[src/design/c8alu_pkg.sv]
// ----------------------------------------------------------------------------
// c8alu_pkg
// Shared types and operation codes of the 8-bit CPU ALU.
// ----------------------------------------------------------------------------
package c8alu_pkg;

    localparam int unsigned CMD_W  = 5;
    localparam int unsigned WORD_W = 16;
    localparam int unsigned BYTE_W = 8;
    localparam int unsigned IDX_W  = 3;

    // Widths of the input and output transfers.
    localparam int unsigned IN_DATA_W  = 48;
    localparam int unsigned OUT_DATA_W = 24;

    // DAA correction constants.
    localparam logic [BYTE_W-1:0] DAA_HI_LIMIT = 8'h99;
    localparam logic [BYTE_W-1:0] DAA_HI_ADJ   = 8'h60;
    localparam logic [BYTE_W-1:0] DAA_LO_ADJ   = 8'h06;
    localparam logic [3:0]        DAA_LO_LIMIT = 4'h9;

    typedef enum logic [CMD_W-1:0] {
        OP_ADD   = 5'd0,
        OP_ADC   = 5'd1,
        OP_SUB   = 5'd2,
        OP_SBC   = 5'd3,
        OP_AND   = 5'd4,
        OP_XOR   = 5'd5,
        OP_OR    = 5'd6,
        OP_CP    = 5'd7,
        OP_INC   = 5'd8,
        OP_DEC   = 5'd9,
        OP_RLC   = 5'd10,
        OP_RRC   = 5'd11,
        OP_RL    = 5'd12,
        OP_RR    = 5'd13,
        OP_SLA   = 5'd14,
        OP_SRA   = 5'd15,
        OP_SWAP  = 5'd16,
        OP_SRL   = 5'd17,
        OP_RLCA  = 5'd18,
        OP_RRCA  = 5'd19,
        OP_RLA   = 5'd20,
        OP_RRA   = 5'd21,
        OP_BIT   = 5'd22,
        OP_RES   = 5'd23,
        OP_SET   = 5'd24,
        OP_DAA   = 5'd25,
        OP_CPL   = 5'd26,
        OP_SCF   = 5'd27,
        OP_CCF   = 5'd28,
        OP_ADD16 = 5'd29,
        OP_ADDSP = 5'd30
    } alu_cmd_t;

    // Shift unit selector, shared by the prefixed and accumulator forms.
    typedef enum logic [2:0] {
        SH_RLC  = 3'd0,
        SH_RRC  = 3'd1,
        SH_RL   = 3'd2,
        SH_RR   = 3'd3,
        SH_SLA  = 3'd4,
        SH_SRA  = 3'd5,
        SH_SWAP = 3'd6,
        SH_SRL  = 3'd7
    } shift_op_t;

    typedef struct packed {
        logic zero;
        logic sub;
        logic half;
        logic carry;
    } flags_t;

    typedef struct packed {
        logic [CMD_W-1:0]  cmd;
        logic [WORD_W-1:0] operand_a;
        logic [WORD_W-1:0] operand_b;
        logic [IDX_W-1:0]  bit_index;
        flags_t            flags;
    } alu_req_t;

endpackage

[src/design/cpu_8bit_alu_with_flags.sv]
// ----------------------------------------------------------------------------
// cpu_8bit_alu_with_flags
// Stream-wrapped 8-bit CPU ALU with an input register and a result register.
// ----------------------------------------------------------------------------
// An input transfer loads the input register; a move then registers the ALU
// output in the result register. Throughput: one operation per cycle while
// the output is not stalled; the ALU logic between them is used once per item.
// A full result register that is not taken holds the input stage, and the
// input accepts again as soon as the result register can advance.
// Reset clears both valid bits; the payload registers are not reset.
module cpu_8bit_alu_with_flags
    import c8alu_pkg::*;
(
    input  logic                  clk,
    input  logic                  rst_n,

    input  logic                  s_axis_tvalid,
    output logic                  s_axis_tready,
    // cmd[4:0], operand_a[20:5], operand_b[36:21], bit_index[39:37],
    // zero_in[40], sub_in[41], half_in[42], carry_in[43], zero pad[47:44]
    input  logic [IN_DATA_W-1:0]  s_axis_tdata,

    output logic                  m_axis_tvalid,
    input  logic                  m_axis_tready,
    // result[15:0], zero_out[16], sub_out[17], half_out[18], carry_out[19],
    // zero pad[23:20]
    output logic [OUT_DATA_W-1:0] m_axis_tdata
);

    logic              in_valid_reg;
    logic              in_valid_next;
    alu_req_t          in_req_reg;
    alu_req_t          in_req_next;
    logic              out_valid_reg;
    logic              out_valid_next;
    logic [WORD_W-1:0] out_result_reg;
    flags_t            out_flags_reg;

    logic              out_ready;
    logic              in_fire;
    logic              move;
    logic [WORD_W-1:0] core_result;
    flags_t            core_flags;

    // The result register can load when it is empty or being drained.
    assign out_ready     = !out_valid_reg || m_axis_tready;
    assign move          = in_valid_reg && out_ready;
    assign s_axis_tready = !in_valid_reg || out_ready;
    assign in_fire       = s_axis_tvalid && s_axis_tready;

    always_comb
    begin
        in_req_next.cmd         = s_axis_tdata[4:0];
        in_req_next.operand_a   = s_axis_tdata[20:5];
        in_req_next.operand_b   = s_axis_tdata[36:21];
        in_req_next.bit_index   = s_axis_tdata[39:37];
        in_req_next.flags.zero  = s_axis_tdata[40];
        in_req_next.flags.sub   = s_axis_tdata[41];
        in_req_next.flags.half  = s_axis_tdata[42];
        in_req_next.flags.carry = s_axis_tdata[43];
        in_valid_next  = in_fire || (in_valid_reg && !out_ready);
        out_valid_next = move || (out_valid_reg && !m_axis_tready);
    end

    c8alu_core u_core (
        .req    (in_req_reg),
        .result (core_result),
        .flags  (core_flags)
    );

    always_ff @(posedge clk or negedge rst_n)
    begin
        if (!rst_n)
        begin
            in_valid_reg  <= 1'b0;
            out_valid_reg <= 1'b0;
        end
        else
        begin
            in_valid_reg  <= in_valid_next;
            out_valid_reg <= out_valid_next;
        end
    end

    always_ff @(posedge clk)
    begin
        if (in_fire)
            in_req_reg <= in_req_next;
        if (move)
        begin
            out_result_reg <= core_result;
            out_flags_reg  <= core_flags;
        end
    end

    assign m_axis_tvalid = out_valid_reg;
    assign m_axis_tdata  = {4'b0, out_flags_reg.carry, out_flags_reg.half,
                            out_flags_reg.sub, out_flags_reg.zero, out_result_reg};

    a_rise_from_input: assert property (@(posedge clk) disable iff (!rst_n)
        $rose(out_valid_reg) |-> $past(in_valid_reg))
        else $error("result became valid without a loaded input");

    a_advance: assert property (@(posedge clk) disable iff (!rst_n)
        (in_valid_reg && out_ready) |=> out_valid_reg)
        else $error("input item was not moved into the result register");

    a_blocked_input: assert property (@(posedge clk) disable iff (!rst_n)
        (in_valid_reg && out_valid_reg && !m_axis_tready) |-> !s_axis_tready)
        else $error("input accepted while both stages are full and stalled");

    a_result_value: assert property (@(posedge clk) disable iff (!rst_n)
        move |=> (out_result_reg == $past(core_result)
                  && out_flags_reg == $past(core_flags)))
        else $error("result register does not match the ALU output");

endmodule

[src/design/c8alu_core.sv]
// ----------------------------------------------------------------------------
// c8alu_core
// Combinational datapath: result and new flags for one operation.
// ----------------------------------------------------------------------------
module c8alu_core
    import c8alu_pkg::*;
(
    input  alu_req_t           req,
    output logic [WORD_W-1:0]  result,
    output flags_t             flags
);

    logic [BYTE_W-1:0] a;
    logic [BYTE_W-1:0] b;
    logic              cin_flag;
    logic              zin;
    logic              nin;
    logic              hin;

    // Shared 8-bit add/subtract.
    logic              as_sub;
    logic              as_cin;
    logic [BYTE_W-1:0] as_rhs;
    logic [BYTE_W:0]   as_full;
    logic [4:0]        as_nib;
    logic [BYTE_W-1:0] as_res;
    logic              as_half;
    logic              as_carry;

    // Shifts and rotates.
    shift_op_t         sh_op;
    logic [BYTE_W-1:0] sh_res;
    logic              sh_carry;

    // Decimal adjust.
    logic [BYTE_W-1:0] daa_adj;
    logic [BYTE_W-1:0] daa_res;
    logic              daa_carry;

    // 16-bit add.
    logic [WORD_W-1:0] w_rhs;
    logic [BYTE_W:0]   w_low;
    logic [4:0]        w_nib;
    logic [WORD_W:0]   w_full;

    logic [BYTE_W-1:0] bit_mask;
    logic [BYTE_W-1:0] r8;

    assign a        = req.operand_a[BYTE_W-1:0];
    assign b        = req.operand_b[BYTE_W-1:0];
    assign cin_flag = req.flags.carry;
    assign zin      = req.flags.zero;
    assign nin      = req.flags.sub;
    assign hin      = req.flags.half;
    assign bit_mask = BYTE_W'(1) << req.bit_index;

    always_comb
    begin
        as_sub = (req.cmd == OP_SUB) || (req.cmd == OP_SBC) || (req.cmd == OP_CP)
              || (req.cmd == OP_DEC);
        as_cin = ((req.cmd == OP_ADC) || (req.cmd == OP_SBC)) ? cin_flag : 1'b0;
        as_rhs = ((req.cmd == OP_INC) || (req.cmd == OP_DEC)) ? BYTE_W'(1) : b;
        if (as_sub)
        begin
            as_full = {1'b0, a} - {1'b0, as_rhs} - {{BYTE_W{1'b0}}, as_cin};
            as_nib  = {1'b0, a[3:0]} - {1'b0, as_rhs[3:0]} - {4'b0, as_cin};
        end
        else
        begin
            as_full = {1'b0, a} + {1'b0, as_rhs} + {{BYTE_W{1'b0}}, as_cin};
            as_nib  = {1'b0, a[3:0]} + {1'b0, as_rhs[3:0]} + {4'b0, as_cin};
        end
        // Bit 8 and bit 4 are the carry, or the borrow on subtraction.
        as_res   = as_full[BYTE_W-1:0];
        as_carry = as_full[BYTE_W];
        as_half  = as_nib[4];
    end

    always_comb
    begin
        if (req.cmd >= OP_RLCA)
            sh_op = shift_op_t'(3'(req.cmd - OP_RLCA));
        else
            sh_op = shift_op_t'(3'(req.cmd - OP_RLC));
        unique case (sh_op)
            SH_RLC:
            begin
                sh_res   = {a[6:0], a[7]};
                sh_carry = a[7];
            end
            SH_RRC:
            begin
                sh_res   = {a[0], a[7:1]};
                sh_carry = a[0];
            end
            SH_RL:
            begin
                sh_res   = {a[6:0], cin_flag};
                sh_carry = a[7];
            end
            SH_RR:
            begin
                sh_res   = {cin_flag, a[7:1]};
                sh_carry = a[0];
            end
            SH_SLA:
            begin
                sh_res   = {a[6:0], 1'b0};
                sh_carry = a[7];
            end
            SH_SRA:
            begin
                sh_res   = {a[7], a[7:1]};
                sh_carry = a[0];
            end
            SH_SWAP:
            begin
                sh_res   = {a[3:0], a[7:4]};
                sh_carry = 1'b0;
            end
            SH_SRL:
            begin
                sh_res   = {1'b0, a[7:1]};
                sh_carry = a[0];
            end
            default:
            begin
                sh_res   = a;
                sh_carry = cin_flag;
            end
        endcase
    end

    always_comb
    begin
        if (!nin)
        begin
            daa_carry = cin_flag || (a > DAA_HI_LIMIT);
            daa_adj   = (daa_carry ? DAA_HI_ADJ : 8'h00)
                      | ((hin || (a[3:0] > DAA_LO_LIMIT)) ? DAA_LO_ADJ : 8'h00);
            daa_res   = a + daa_adj;
        end
        else
        begin
            daa_carry = cin_flag;
            daa_adj   = (cin_flag ? DAA_HI_ADJ : 8'h00) | (hin ? DAA_LO_ADJ : 8'h00);
            daa_res   = a - daa_adj;
        end
    end

    always_comb
    begin
        if (req.cmd == OP_ADDSP)
            w_rhs = {{BYTE_W{b[BYTE_W-1]}}, b};
        else
            w_rhs = req.operand_b;
        w_low  = {1'b0, req.operand_a[7:0]} + {1'b0, w_rhs[7:0]};
        w_nib  = {1'b0, req.operand_a[11:8]} + {1'b0, w_rhs[11:8]}
               + {4'b0, w_low[BYTE_W]};
        w_full = {1'b0, req.operand_a} + {1'b0, w_rhs};
    end

    always_comb
    begin
        r8     = a;
        result = {{BYTE_W{1'b0}}, a};
        flags  = req.flags;
        unique case (req.cmd)
            OP_ADD, OP_ADC, OP_SUB, OP_SBC, OP_CP:
            begin
                r8          = (req.cmd == OP_CP) ? a : as_res;
                flags.zero  = (as_res == '0);
                flags.sub   = as_sub;
                flags.half  = as_half;
                flags.carry = as_carry;
            end
            OP_AND, OP_XOR, OP_OR:
            begin
                if (req.cmd == OP_AND)
                    r8 = a & b;
                else if (req.cmd == OP_XOR)
                    r8 = a ^ b;
                else
                    r8 = a | b;
                flags.zero  = (r8 == '0);
                flags.sub   = 1'b0;
                flags.half  = (req.cmd == OP_AND);
                flags.carry = 1'b0;
            end
            OP_INC, OP_DEC:
            begin
                r8         = as_res;
                flags.zero = (as_res == '0);
                flags.sub  = as_sub;
                flags.half = as_half;
            end
            OP_RLC, OP_RRC, OP_RL, OP_RR, OP_SLA, OP_SRA, OP_SWAP, OP_SRL,
            OP_RLCA, OP_RRCA, OP_RLA, OP_RRA:
            begin
                r8          = sh_res;
                // The accumulator forms always clear Z.
                flags.zero  = (req.cmd < OP_RLCA) && (sh_res == '0);
                flags.sub   = 1'b0;
                flags.half  = 1'b0;
                flags.carry = sh_carry;
            end
            OP_BIT:
            begin
                flags.zero = ~|(a & bit_mask);
                flags.sub  = 1'b0;
                flags.half = 1'b1;
            end
            OP_RES:
            begin
                r8 = a & ~bit_mask;
            end
            OP_SET:
            begin
                r8 = a | bit_mask;
            end
            OP_DAA:
            begin
                r8          = daa_res;
                flags.zero  = (daa_res == '0);
                flags.half  = 1'b0;
                flags.carry = daa_carry;
            end
            OP_CPL:
            begin
                r8         = ~a;
                flags.sub  = 1'b1;
                flags.half = 1'b1;
            end
            OP_SCF:
            begin
                flags.sub   = 1'b0;
                flags.half  = 1'b0;
                flags.carry = 1'b1;
            end
            OP_CCF:
            begin
                flags.sub   = 1'b0;
                flags.half  = 1'b0;
                flags.carry = ~cin_flag;
            end
            OP_ADD16, OP_ADDSP:
            begin
                flags.zero  = (req.cmd == OP_ADDSP) ? 1'b0 : zin;
                flags.sub   = 1'b0;
                flags.half  = w_nib[4];
                flags.carry = w_full[WORD_W];
            end
            default:
            begin
                // Unused code passes the full left operand and the flags through.
                r8 = a;
            end
        endcase

        if ((req.cmd == OP_ADD16) || (req.cmd == OP_ADDSP))
            result = w_full[WORD_W-1:0];
        else if (req.cmd > OP_ADDSP)
            result = req.operand_a;
        else
            result = {{BYTE_W{1'b0}}, r8};
    end

endmodule
[config.mk]
export PLATFORM = sky130hd
export DESIGN_NAME = cpu_8bit_alu_with_flags
export DESIGN_NICKNAME = d
export VERILOG_FILES = /design/src/design/c8alu_pkg.sv /design/src/design/cpu_8bit_alu_with_flags.sv /design/src/design/c8alu_core.sv
export SDC_FILE = /design/constraint.sdc
export NUM_CORES = 1
export LEC_CHECK = 0
export BUFFER_PORTS_ARGS = -buffer_cell sky130_fd_sc_hd__buf_2
export CAP_MARGIN = 20
export CORE_MARGIN = 5
export CORE_UTILIZATION = 30
export CTS_CLUSTER_DIAMETER = 60
export CTS_CLUSTER_SIZE = 30
export DETAILED_ROUTE_END_ITERATION = 8
export HOLD_SLACK_MARGIN = 0.1
export PLACE_DENSITY = 0.5
export SYNTH_ARGS = -nofsm -noshare
export SYNTH_HDL_FRONTEND = slang
export SYNTH_SLANG_ARGS = --single-unit
[constraint.sdc]
create_clock -name clk -period 9.1 [get_ports clk]
set_input_delay 1.365 -clock clk [delete_from_list [all_inputs] [get_ports clk]]
set_output_delay 1.365 -clock clk [all_outputs]
set_load 0.02 [all_outputs]
=== After elaboration in Yosys (flattened, before gate mapping) ===
Index checks and enable logic that the tools add are counted.

* Flip-flop bits (word level): 66
* Bits of input ports: 52
* Logic and storage cells: 151

* Add/subtract/negate cells: 16
* Order comparisons: 5
* Equal/unequal tests: 37
* Shifts and indexed selects: 1
* Muxes and demuxes: 26
* Bitwise logic cells: 11
* Reductions and logical operators: 40

{| class="wikitable"
|+ Operators with widths
! operator !! count
|-
| $pmux 8 s8 || 2
|-
| $eq 5x5->1 const B || 15
|-
| $mux 16 || 3
|-
| $mux 8 || 6
|-
| $eq 5x4->1 const B || 8
|-
| $logic_not 8->1 || 4
|-
| $or 8x8->8 || 4
|-
| $and 8x8->8 || 3
|-
| $eq 5x3->1 const B || 4
|-
| $reduce_or 20->1 || 1
|-
| $add 8x8->9 || 2
|-
| $add 16x16->17 || 1
|-
| $not 8->8 || 2
|-
| $reduce_or 15->1 || 1
|-
| $mux 7 || 2
|-
| $eq 3x3->1 const B || 4
|-
| $logic_or 1x1->1 || 12
|-
| $reduce_or 12->1 || 1
|-
| $add 4x4->5 || 2
|-
| $add 5x1->5 || 2
|-
| $eq 5x2->1 const B || 2
|-
| $add 9x1->9 || 1
|-
| $mux 3 || 3
|-
| $mux 9 || 1
|-
| other kinds (34) || 50
|}

=== Depth between registers and ports, before layout ===
* Depth after elaboration: 10
* Depth in mapped cells: 16
* Depth with buffers taken out: 15

=== Modules after synthesis ===
From an unflattened synthesis, not the netlist that was laid out.

* Cells, all modules: 676
* Area total of the unflattened synthesis: 6,002.0 µm²

{| class="wikitable"
|+ Modules (own cells, without submodules)
! module !! times used !! cells an instance !! area each (µm²)
|-
| c8alu_core || 1 || 599 || 3,942.5
|-
| cpu_8bit_alu_with_flags || 1 || 77 || 2,059.5
|}

=== Least setup slack after synthesis ===
Ideal clock, no wire load.

* Kind: register to register
* Start point: register in_req_reg[40] (netlist bit)
* End point: register out_result_reg[6] (data pin)
* Library setup time: 0.261 ns
* Arrival time: 3.378 ns
* Required time: 8.839 ns
* Path slack: 5.461 ns
* Stages on the path, launching flop included: 17
* Path buffers: 3
* Clock period less this slack: 3.639 ns
* Path through: edfxtp_1 -> buf_4 -> buf_4 -> inv_2 -> and3_1 -> clkbuf_1 -> nor2_1 -> ha_1 -> inv_1 -> ha_1 -> o21a_1 -> or2_2 -> a21oi_1 -> nand3b_1 -> o21ai_1 -> a221o_1 -> a221o_1

* Cells in the longest elaborated chain, start to end: 10
* Elaborated cells between the ends (all ways): 66
* Those cells by class: 6 x add/sub; 2 x order compare; 34 x eq/ne; 12 x mux; 12 x reduce/logical

{| class="wikitable"
|+ RTL lines
! item !! RTL line !! source
|-
| start, declared || cpu_8bit_alu_with_flags.sv:32 || <nowiki>alu_req_t in_req_reg;</nowiki>
|-
| start signal, assigned || cpu_8bit_alu_with_flags.sv:88 || <nowiki>in_req_reg <= in_req_next;</nowiki>
|-
| $eq 5x4->1, on equally long branches || c8alu_core.sv:62, c8alu_core.sv:168, c8alu_core.sv:60 ||
|-
| $logic_or 1x1->1 || c8alu_core.sv:62 || <nowiki>as_rhs = ((req.cmd == OP_INC) || (req.cmd == OP_DEC)) ? BYTE_W'(1) : b;</nowiki>
|-
| $mux 8 || c8alu_core.sv:62 ||
|-
| $add 8x8->9 or $sub 8x8->9 (tied branches) || c8alu_core.sv:70, c8alu_core.sv:65 ||
|-
| $add 9x1->9 or $sub 9x1->9 (tied branches) || c8alu_core.sv:70, c8alu_core.sv:65 ||
|-
| $mux 9 || c8alu_core.sv:63 || <nowiki>if (as_sub)</nowiki>
|-
| $mux 8 || c8alu_core.sv:171 || <nowiki>r8 = (req.cmd == OP_CP) ? a : as_res;</nowiki>
|-
| $pmux 8 s8 || c8alu_core.sv:168 || <nowiki>unique case (req.cmd)</nowiki>
|-
| $mux 16 || c8alu_core.sv:262 || <nowiki>else if (req.cmd > OP_ADDSP)</nowiki>
|-
| $mux 16 * || c8alu_core.sv:260 || <nowiki>if ((req.cmd == OP_ADD16) || (req.cmd == OP_ADDSP))</nowiki>
|-
| named net core_result[6] || cpu_8bit_alu_with_flags.sv:42 || <nowiki>logic [WORD_W-1:0] core_result;</nowiki>
|-
| end signal, assigned || cpu_8bit_alu_with_flags.sv:91 || <nowiki>out_result_reg <= core_result;</nowiki>
|-
| end, declared || cpu_8bit_alu_with_flags.sv:36 || <nowiki>logic [WORD_W-1:0] out_result_reg;</nowiki>
|}

Mark *: on every way through the listed nets, which the timed path passes. The rest lies on a longest branch. The select of a mux whose other input is x is not followed.
A chain may end at the register's enable or synchronous reset.

=== Final worst setup path ===
* Start point: register in_req_reg[42] (netlist bit)
* End point: register out_result_reg[4] (data pin)

The elaborated chain is that of the path after synthesis.

==> metrics.cfg <==
[placed_design]
gp_congestion=0.910
post-place-ws_ns=4.68
numPortBuffers=69
hpwlAfterDp_um=15600

[floorplan]
initial_core_util_pct=30.4
rows=53
io-pin-count=78
dieArea_um2=24100
fp.coreArea_um2=20900
die_h_um=155
die_w_um=155

[min_path]
min_path_cells=1
hp-class=register to register
worstHoldStart=in_valid_reg$_DFF_PN0_
whs_endpoint=m_axis_tvalid$_DFF_PN0_

[setup_path]
path_class=register to register
cpPeakStageDelay_ns=0.76
crit_slowest_cell=edfxtp_1
cp_cell_sequence=nor2b_1 > and3_1 > or2_2 > inv_1 > fa_1 > fa_1 > o21bai_1 > a21oi_1 > xnor2_1 > nor2_1 > nor3_1 > o41ai_1 > a2bb2oi_1
rr_startpoint=in_req_reg[42]$_DFFE_PP_
r2r_setup_slack_ns=4.60
crit_path_max_fanout=20
r2r.worst_path.cells=13
critPathArrivalTime_ns=4.57
crit_top_cell=fa_1
critPathCaptureType=register
r2r-end=out_result_reg[4]$_DFFE_PP_
cp.required_ns=9.16
cp-start-kind=register

[timing]
slew_headroom_pct=33.3
rsz0062_at_grt=no
fin_ws_ns=4.60
maxSlewViolCount=0
finalClockSkew_ns=0.0125
clock.fmax_ghz=0.222
hold_viol_final=0
worst_slew_pin_slew_ns=0.999
hold_ws_ns=0.496
setup_viol=0
fin_crit_sh_pct=49.5
finalSetupTns_ns=0
fin_crit_ns=4.50

[yosys]
synth_area_um2=6340
yosysTopAreaCell=edfxtp_1
async_flop_share_pct=3.03
synth_ff_type=edfxtp_1
yosys_register_bits=66
synth_top_cell_area_share_pct=30.3
yosys_warnings=0
synth_edf_count=64
synth.top_cells.by_area=edfxtp_1, ha_1, o21ai_0
syn-mean-instance-area_um2=8.63
synthCells=735
seq_area_frac_synth_pct=31.1
ys_types=73

[layout]
areaGrowthSynthToFinish_pct=14.4
largest_reg_flops=44
n_fill_cell=2167
drive_above_1_share_pct=14.0
antennaDiodeCount=0
layout_common_cells=nand2_1, buf_2, edfxtp_1, o21ai_0, ha_1
nets=904
multiInputGateArea_um2=3990
final_common_cell=nand2_1
seqCellArea_um2=1970

[routing]
avgRoutedWirePerCell_um=19.6
num_vias=5899
drc_errors=0
wl_met1_um=10000
viasPerCell=5.52
totalWireLength_um=20900
drt_iter0_markers=525
met2_length_um=9170
antenna_left=0
drtPass1Iterations=5
wl_met3_um=1180
highest_layer=met4

[clock_network]
cts_tree=done
cts.htree.levels=3
postCtsSetupBuffers=0
cts_hold_buf=0
insertion_delay_ns=0.36
cts_buffer_depth=2
cts.repair.resized=0
root_buffer=clkbuf_16
path_clk_slew_ns=0.06
clock-sinks=66
cts_buffers=9

[global_route]
gr-total-overflow=0
grt_usage_pct=17.1
grt_pass1_wl_um=32300
grt_max_degree=53
grt_pass1_vias=5542
antenna_found_initial=0

[power]
p_int_mw=0.752
pwr-share-comb_pct=31.4
swShare_pct=34.5
power_frac_seq_pct=33.9
powerDensity_nw_per_um2=158
p_clk_share_pct=34.7
p_sw_mw=0.396
peakVddDrop_mv=0.0888
p_leak_nw=2.95
totalPowerFinal_mw=1.15

[flow_run]
maxCapViolCount=0

[run_status]
outcome=finished clean

[layout make-up]
cell class	instances	share of cell area [%]
Clock buffer	11	3.35
Tap cell	275	4.74
Inverter	49	2.54
Timing Repair Buffer	78	5.97
Sequential cell	66	27.2
Multi-Input combinational cell	584	55.1
Clock inverter	5	1.17
[Yosys cell counts (all sizes together) (12+ instances only)]
master	n
ha	58
nor2	57
clkbuf	14
buf	25
edfxtp	64
nand3	15
a21oi	49
xnor2	18
nor3	21
inv	48
a211oi	12
nand2	71
o21ai	68
nand2b	13
[cell families after synthesis]
logic type | synth area share [%]
adders and majority gates | 13.3
buffers and inverters | 6.14
other | 0.0591
xor gates and xnor gates | 3.45
AOI/OAI and AO/OA | 25.7
muxes | 1.34
and+or+nand+nor | 18.9
DFF | 31.1
[per-stage QoR]
stage                     cell area (µm²)  cells  utilization, %
final                                7250   1068            34.7
after global routing                 7250   1068            34.7
after global placement               6900   1051            33.0
after floorplan                      6350    738               -
after detailed placement             6900   1051            33.0
after CTS                            7230   1067            34.6
[worst max path at each step]
stage | from | to | slack (ns) | cells after the start
6_report | in_req_reg[42]$_DFFE_PP_ | out_result_reg[4]$_DFFE_PP_ | 4.60 | 13
5_1_grt | in_req_reg[42]$_DFFE_PP_ | out_result_reg[4]$_DFFE_PP_ | 4.37 | 13
4_1_cts | in_req_reg[42]$_DFFE_PP_ | out_result_reg[4]$_DFFE_PP_ | 4.64 | 13
3_5_place_dp | in_req_reg[42]$_DFFE_PP_ | out_result_reg[4]$_DFFE_PP_ | 4.68 | 13
3_3_place_gp | in_req_reg[42]$_DFFE_PP_ | out_result_reg[4]$_DFFE_PP_ | 4.63 | 13
2_1_floorplan | in_req_reg[40]$_DFFE_PP_ | out_result_reg[6]$_DFFE_PP_ | 5.46 | 16
[critical path: cells and delay by family, from the launching register on]
kind                       cells  cell delay [ns]
AOI/OAI and AO/OA              4             1.03
xor gates and xnor gates       1             0.14
adders and majority gates      2             0.83
buffers and inverters          1             0.06
DFF                            1             0.76
and+or+nand+nor                5             1.39
[layer usage]
metal,track usage (%),up-vias
li1,-,2836
met1,25.3,2808
met2,25.5,221
met3,2.64,34
met4,5.42,0
met5,0,-
[power by group through the flow]
stage                     sequential, mW  clock [mW]  combinational, mW
after global routing               0.392       0.417              0.397
after global placement             0.396           0              0.356
after CTS                          0.390       0.406              0.356
after floorplan                    0.394           0              0.253
after detailed placement           0.395           0              0.354
final                              0.390       0.398              0.361
(Power assumes the default switching activity.)
